[src/sv/ptc_pkg.sv]
package ptc_pkg;

  localparam int DivW = 64;
  localparam int DenW = 33;

  localparam longint CAL_T1 = 27504;
  localparam longint CAL_T2 = 26435;
  localparam longint CAL_T3 = -1000;
  localparam longint CAL_P1 = 36477;
  localparam longint CAL_P2 = -10685;
  localparam longint CAL_P3 = 3024;
  localparam longint CAL_P4 = 2855;
  localparam longint CAL_P5 = 140;
  localparam longint CAL_P6 = -7;
  localparam longint CAL_P7 = 15500;
  localparam longint CAL_P8 = -14600;
  localparam longint CAL_P9 = 6000;

  localparam longint FINE_OFFSET = 128000;
  localparam longint RAW_FULL    = 1048576;
  localparam longint PRESS_MAX   = 33554431;
  localparam longint TEMP_MAX    = 32767;
  localparam longint TEMP_MIN    = -32768;

  typedef struct packed {
    logic signed [15:0] temp;
    logic               zero;
    logic               neg;
  } div_meta_t;

  typedef struct packed {
    div_meta_t         meta;
    logic [DivW-1:0]   num_mag;
    logic [DenW-1:0]   den_mag;
  } front_out_t;

  typedef struct packed {
    div_meta_t         meta;
    logic [DivW-1:0]   quo;
  } div_out_t;

endpackage

[src/sv/ptc_back.sv]
module ptc_back (
  input  logic                clk,
  input  logic                rst_n,
  input  logic                en,
  input  logic                in_valid,
  input  ptc_pkg::div_out_t   in_data,
  output logic                out_valid,
  output logic signed [15:0]  temp,
  output logic [24:0]         press,
  output logic                zero
);

  localparam int NStg = 4;

  logic [NStg-1:0] v_r;

  logic signed [63:0] p1_r, p2_r, sq_r, bm_r, s_r;
  logic signed [15:0] t1_r, t2_r, t3_r, t_r;
  logic               z1_r, z2_r, z3_r, z_r;
  logic [24:0]        press_r;

  logic signed [63:0] p_nxt, x_nxt, sq_nxt, bm_nxt, s_nxt, r_nxt;
  logic signed [31:0] x32;
  logic [24:0]        press_nxt;

  always_comb begin
    p_nxt  = in_data.meta.neg ? -$signed(in_data.quo) : $signed(in_data.quo);
    x_nxt  = p1_r >>> 13;
    x32    = x_nxt[31:0];
    sq_nxt = 64'(x32) * 64'(x32);
    bm_nxt = p1_r * ptc_pkg::CAL_P8;
    s_nxt  = p2_r + ((sq_r * ptc_pkg::CAL_P9) >>> 25) + (bm_r >>> 19);
    r_nxt  = (s_r >>> 8) + ptc_pkg::CAL_P7 * 16;
    if (z3_r || r_nxt < 0) begin
      press_nxt = '0;
    end else if (r_nxt > ptc_pkg::PRESS_MAX) begin
      press_nxt = 25'(ptc_pkg::PRESS_MAX);
    end else begin
      press_nxt = r_nxt[24:0];
    end
  end

  always_ff @(posedge clk) begin
    if (!rst_n) begin
      v_r <= '0;
    end else if (en) begin
      v_r <= {v_r[NStg-2:0], in_valid};
    end
  end

  always_ff @(posedge clk) begin
    if (en) begin
      p1_r    <= p_nxt;
      t1_r    <= in_data.meta.temp;
      z1_r    <= in_data.meta.zero;
      p2_r    <= p1_r;
      sq_r    <= sq_nxt;
      bm_r    <= bm_nxt;
      t2_r    <= t1_r;
      z2_r    <= z1_r;
      s_r     <= s_nxt;
      t3_r    <= t2_r;
      z3_r    <= z2_r;
      press_r <= press_nxt;
      t_r     <= t3_r;
      z_r     <= z3_r;
    end
  end

  assign out_valid = v_r[NStg-1];
  assign temp      = t_r;
  assign press     = press_r;
  assign zero      = z_r;

endmodule

[config.mk]
export PLATFORM = sky130hd
export DESIGN_NAME = ptc_back
export DESIGN_NICKNAME = d
export VERILOG_FILES = /design/src/sv/ptc_pkg.sv /design/src/sv/ptc_back.sv
export SDC_FILE = /design/constraint.sdc
export NUM_CORES = 2
export LEC_CHECK = 0
export ABC_AREA = 1
export BUFFER_PORTS_ARGS = -buffer_cell sky130_fd_sc_hd__buf_2
export CAP_MARGIN = 10
export CORE_MARGIN = 2
export CORE_UTILIZATION = 39
export CTS_BUF_LIST = sky130_fd_sc_hd__clkbuf_8
export DETAILED_ROUTE_END_ITERATION = 16
export PLACE_DENSITY = 0.53
export SETUP_SLACK_MARGIN = 0.2
export SLEW_MARGIN = 20
export SYNTH_ARGS = -nofsm -noshare
export SYNTH_HDL_FRONTEND = slang
export SYNTH_SLANG_ARGS = --single-unit
[constraint.sdc]
create_clock -name clk -period 9 [get_ports clk]
set_input_delay 0.9 -clock clk [delete_from_list [all_inputs] [get_ports clk]]
set_output_delay 0.9 -clock clk [all_outputs]
set_load 0.05 [all_outputs]
Word level (Yosys, flattened, before mapping)

Index checks and enable logic that the tools add are counted.

$add $sub $neg: 4
Multipliers: 3
Div/mod/pow operators: 0
Magnitude comparators: 2
Equality and inequality tests: 0
Shift-type cells: 0
Muxes and demuxes: 2
Bitwise logic cells: 0
Reduce and logical (&&, ||, !) cells: 1

Operator list:

| kind                     | count |
|---|---|
| $add A64 B39 Y64         | 1 |
| $add A64 B45 Y64         | 1 |
| $mul A32 B32 Y64         | 1 |
| $mul A64 B10 Y60 const B | 1 |
| $mul A64 B12 Y61 const B | 1 |
| $mux W64                 | 1 |
| $neg A64 Y64             | 1 |
| $add A56 B19 Y57 const B | 1 |
| $gt A57 B26 Y1 const B   | 1 |
| $lt A57 B1 Y1 const B    | 1 |
| $mux W25                 | 1 |
| $logic_or A1 B1 Y1       | 1 |

Register bits: 414
Bits in latches: 0
Bits in writable memories: 0
ROM bits: 0
Input port bits: 86
Output and inout port bits: 43
Logic and storage cells: 27
Memories: 0

Longest topological paths before layout

Depth after elaboration: 3
Gate-level depth with buffers: 39
Gate-level depth less buffers: 39

Worst setup path before layout

OpenSTA, ideal clock, no wires.

Path type: register -> register
Start: reg sq_r[10]
End: reg s_r[56] (data pin)
Library setup time: 252 ps
Data arrival time: 7983 ps
Data required time: 8748 ps
Path slack: 765 ps
Cell stages (with the launch flop): 28
Buffers on the path: 0
Clock period less this slack: 8235 ps
Cells stage by stage: edfxtp_1 -> fa_1 -> fa_1 -> fa_1 -> fa_1 -> inv_1 -> fa_1 -> inv_1 -> ha_1 -> nand2_1 -> nor2_1 -> inv_1 -> nor4_1 -> nand2_1 -> nand3_1 -> nand3_1 -> nand4_1 -> xor2_1 -> fa_1 -> ha_1 -> a21oi_1 -> o21ai_0 -> a21oi_1 -> nor4_1 -> a2111oi_0 -> nand2_1 -> nand2_1 -> nand2_1

Cells in the longest elaborated chain, start to end: 3

RTL lines:

| element                | line           | text |
|---|---|---|
| from (decl)            | ptc_back.sv:17 | `logic signed [63:0] p1_r, p2_r, sq_r, bm_r, s_r;` |
| from (signal assigned) | ptc_back.sv:57 | `sq_r <= sq_nxt;` |
| $mul A64 B10 Y60       | ptc_back.sv:32 | `s_nxt = p2_r + ((sq_r * ptc_pkg::CAL_P9) >>> 25) + (bm_r >>> 19);` |
| $add A64 B39 Y64       | ptc_back.sv:32 |  |
| $add A64 B45 Y64       | ptc_back.sv:32 |  |
| named net s_nxt[56]    | ptc_back.sv:22 | `logic signed [63:0] p_nxt, x_nxt, sq_nxt, bm_nxt, s_nxt, r_nxt;` |
| to (signal assigned)   | ptc_back.sv:61 | `s_r <= s_nxt;` |
| to (decl)              | ptc_back.sv:17 |  |

The timed path passes the listed nets, and every way through them passes these cells.
A chain may end at the register's enable or synchronous reset.

Final worst setup path

Start: reg sq_r[47]
End: reg s_r[60] (data pin)

Same word-level chain as after synthesis.

==> metrics.md <==
| Metric | Value |
|---|---|
| Final hold vios | `0` |
| Hold buffers post-CTS | `0` |
| 1st-iter DRT viols | `3384` |
| Slew headroom | `0.280` |
| Endpoints failing setup | `0` |
| Worst EP required | `roughly 9.5 ns` |
| DR vias/cell | `around 4.8` |
| Starting Density | `0.392` |
| Max H-tree Level | `3` |
| Core area | `0.199 mm^2` |
| CP most frequent cell | `fa_1` |
| Final Cycle Share | `0.944` |
| DR WL met2 | `106000 um` |
| Clock buffer depth | `3` |
| Via Count | `56244` |
| Rows | `164` |
| Root Buffer Master | `clkbuf_8` |
| #FFs+latches synth | `384` |
| Overall Global Routing Usage | `0.231` |
| GPL Wtd Cong | `0.954` |
| Die Width | `452 um` |
| DR WL/cell | `19.8 um` |
| CTS Buf Count | `78` |
| Synth unique cells | `57` |
| Worst hold path class | `input port to register` |
| Antenna Nets Post-Route | `0` |
| Largest net degree at the start of global routing | `121` |
| Max cap viols | `0` |
| Max FO, Critical Path | `16` |
| Pre-CTS setup slack | `0.103 ns` |
| RSZ-0062 raised after global routing | `yes` |
| Area added between synthesis and finish | `8.53%` |
| Fraction of registers with async set/reset | `0` |
| Avg Synthesized Cell Area | `9.05 um^2` |
| Slew @ Worst Pin | `1.07 ns` |
| Final nets | `11249` |
| Setup crit end kind | `register` |
| Yosys warns | `0` |
| Max Fclk | `118 MHz` |
| DR top layer | `met4` |
| Clock Skew | `0.0592 ns` |
| Fin crit period | `8.50 ns` |
| Num ports | `129` |
| DRC Markers | `0` |
| Chip height | `452 um` |
| Largest stage delay, worst path | `0.59 ns` |
| Die Area | `between 0.2 and 0.25 mm^2` |
| Clock sinks | `384` |
| DR WL met3 | `10200 um` |
| Status | `finished clean` |
| Data arrival, critical path | `around 9 ns` |
| Synthesized cell area | `0.0782 mm^2` |
| First drt pass iteration count | `6` |
| Slew Limit Fails | `0` |
| Most frequent cells in the layout | `inv_1, fa_1, nand2_1` |
| Syn Inst Count | `8643` |
| Share of layout cells above drive strength 1 | `0.0496` |
| Reg clk slew, reported paths | `about 0.070 ns` |
| Initial antenna violation count | `4` |
| GRT overflow | `0` |
| First-pass GRT wire length | `361000 um` |
| Most common cell after layout, fill and taps aside | `inv_1` |
| WS Path Type | `register to register` |
| Worst-Skew Late Latency | `0.78 ns` |
| HPWL Detailed | `between 150000 and 200000 um` |
| M1 WL | `~110000 um` |
| CTS tree | `built` |
| Ys flop type | `edfxtp_1` |
| Number of synthesized flops with an enable pin | `380` |
| Setup TNS | `0 ns` |
| CP Launch Type | `register` |
| Setup ws final | `roughly 0.50 ns` |
| Slowest-stage cell, CP | `edfxtp_1` |
| Register area share after synthesis | `0.147` |
| Vias in the first global route | `~61000` |
| Routed WL | `230000 um` |
| Port Buffer Count | `about 130` |
==> what timing repair did <==
| item | 4_1_cts | 5_1_grt |
|---|---|---|
| setup endpoints to repair | 4 | 48 |
| pin swaps | 0 | 4 |
| resized for setup | 2 | 21 |
| gates cloned | 0 | 0 |
| buffers inserted | 0 | 49 |
==> state kept, by name, summed over array words and instances (netlist names) <==
| name | flops |
|---|---|
| z1_r | 1 |
| press | 25 |
| s_r | 56 |
| v_r | 4 |
| temp | 16 |
| z2_r | 1 |
| bm_r | 45 |
| p1_r | 64 |
| t2_r | 16 |
| t3_r | 16 |
| p2_r | 64 |
| sq_r | 58 |
| t1_r | 16 |
| z3_r | 1 |
| zero | 1 |
==> worst max-delay path, delay by kind of cell (launching register included) <==
family | cells | cell delay, ns
compound gates | 6 | 2.19
xor+xnor | 1 | 0.28
buf+inv | 6 | 0.72
fa+ha+maj | 8 | 3.61
simple gates | 7 | 0.81
flops | 1 | 0.59
==> layout make-up <==
class / instances / area, um^2
Antenna cell: 2 / 5.00
Clock inverter: 62 / 512
Multi-Input combinational cell: 5362 / 55900
Inverter: 2789 / 10500
Sequential cell: 384 / 11500
Timing Repair Buffer: 276 / 2080
Fill cell: 20044 / 115000
Tap cell: 2656 / 3320
Clock buffer: 78 / 1070
==> routing by layer <==
metal,global-route usage,vias up
met5,0,-
met4,0.0562,0
met3,0.0224,231
met2,0.374,1259
met1,0.333,28694
li1,-,26060
==> worst paths after layout <==
| check | from | end | depth (start not counted) | slack, ns |
|---|---|---|---|---|
| setup reg to reg | sq_r[47]$_DFFE_PP_ | s_r[60]$_DFFE_PP_ | 28 | 0.50 |
| hold reg to reg | t1_r[5]$_DFFE_PP_ | t2_r[5]$_DFFE_PP_ | 0 | 0.41 |
| setup / recovery | sq_r[47]$_DFFE_PP_ | s_r[60]$_DFFE_PP_ | 28 | 0.50 |
| hold / removal | in_data[65] | z1_r$_DFFE_PP_ | 1 | 0.31 |
==> cells in the mapped netlist (2+ instances only) <==
| library cell | count | area share |
|---|---|---|
| a31oi_1 | 50 | 0.0040 |
| clkbuf_1 | 93 | 0.0045 |
| o211ai_1 | 13 | 0.0012 |
| nor3b_1 | 2 | 0.00019 |
| xor2_1 | 204 | 0.023 |
| o21bai_1 | 16 | 0.0015 |
| nor3_1 | 51 | 0.0033 |
| buf_6 | 2 | 0.00029 |
| nand3b_1 | 5 | 0.00048 |
| inv_1 | 2784 | 0.13 |
| inv_2 | 4 | 0.00019 |
| dfxtp_1 | 4 | 0.0010 |
| o21ai_1 | 6 | 0.00038 |
| a21boi_0 | 13 | 0.0012 |
| o2111ai_1 | 4 | 0.00045 |
| and3_1 | 11 | 0.00088 |
| nor4_1 | 34 | 0.0027 |
| a21oi_2 | 14 | 0.0016 |
| o221ai_1 | 5 | 0.00056 |
| a211oi_1 | 5 | 0.00048 |
| edfxtp_1 | 380 | 0.15 |
| nand4_1 | 41 | 0.0033 |
| nor2_1 | 493 | 0.024 |
| nand3_2 | 2 | 0.00026 |
| fa_1 | 1606 | 0.41 |
| a21oi_1 | 385 | 0.025 |
| o31ai_1 | 6 | 0.00058 |
| o21a_1 | 30 | 0.0029 |
| a21o_1 | 22 | 0.0021 |
| or2_2 | 7 | 0.00056 |
| or2_1 | 2 | 0.00016 |
| o21ai_0 | 202 | 0.013 |
| buf_1 | 15 | 0.00072 |
| nand2_2 | 5 | 0.00040 |
| xnor2_1 | 136 | 0.015 |
| nand2_1 | 1166 | 0.056 |
| nand3_1 | 132 | 0.0084 |
| ha_1 | 666 | 0.11 |
| a2111oi_0 | 4 | 0.00045 |
| a221oi_1 | 5 | 0.00056 |
| o211a_1 | 2 | 0.00026 |
==> per-stage QoR <==
step	cell area (um^2)	hold slack, ns	utilization	instances
floorplan	78200	0.400	-	8645
global placement	82800	0.401	0.415	11418
detailed placement	82800	0.405	0.415	11418
CTS	84400	0.212	0.423	11558
global route	84900	0.257	0.426	11608
finish	84900	0.308	0.426	11609
==> cells by family (layout without fill, tap and decap cells) <==
family	count (synthesis)	after routing	synth area share
buffers and inverters	2899	3205	0.139
adders and majority gates	2272	2272	0.518
and+or+nand+nor	1960	1960	0.102
AOI/OAI and AO/OA	787	787	0.0565
DFF	384	384	0.147
xor gates and xnor gates	340	340	0.0381
other	1	5	0.0000479
Power is not shown: default switching activity piles up to over one toggle a cycle in this logic, so the estimate is an artifact.
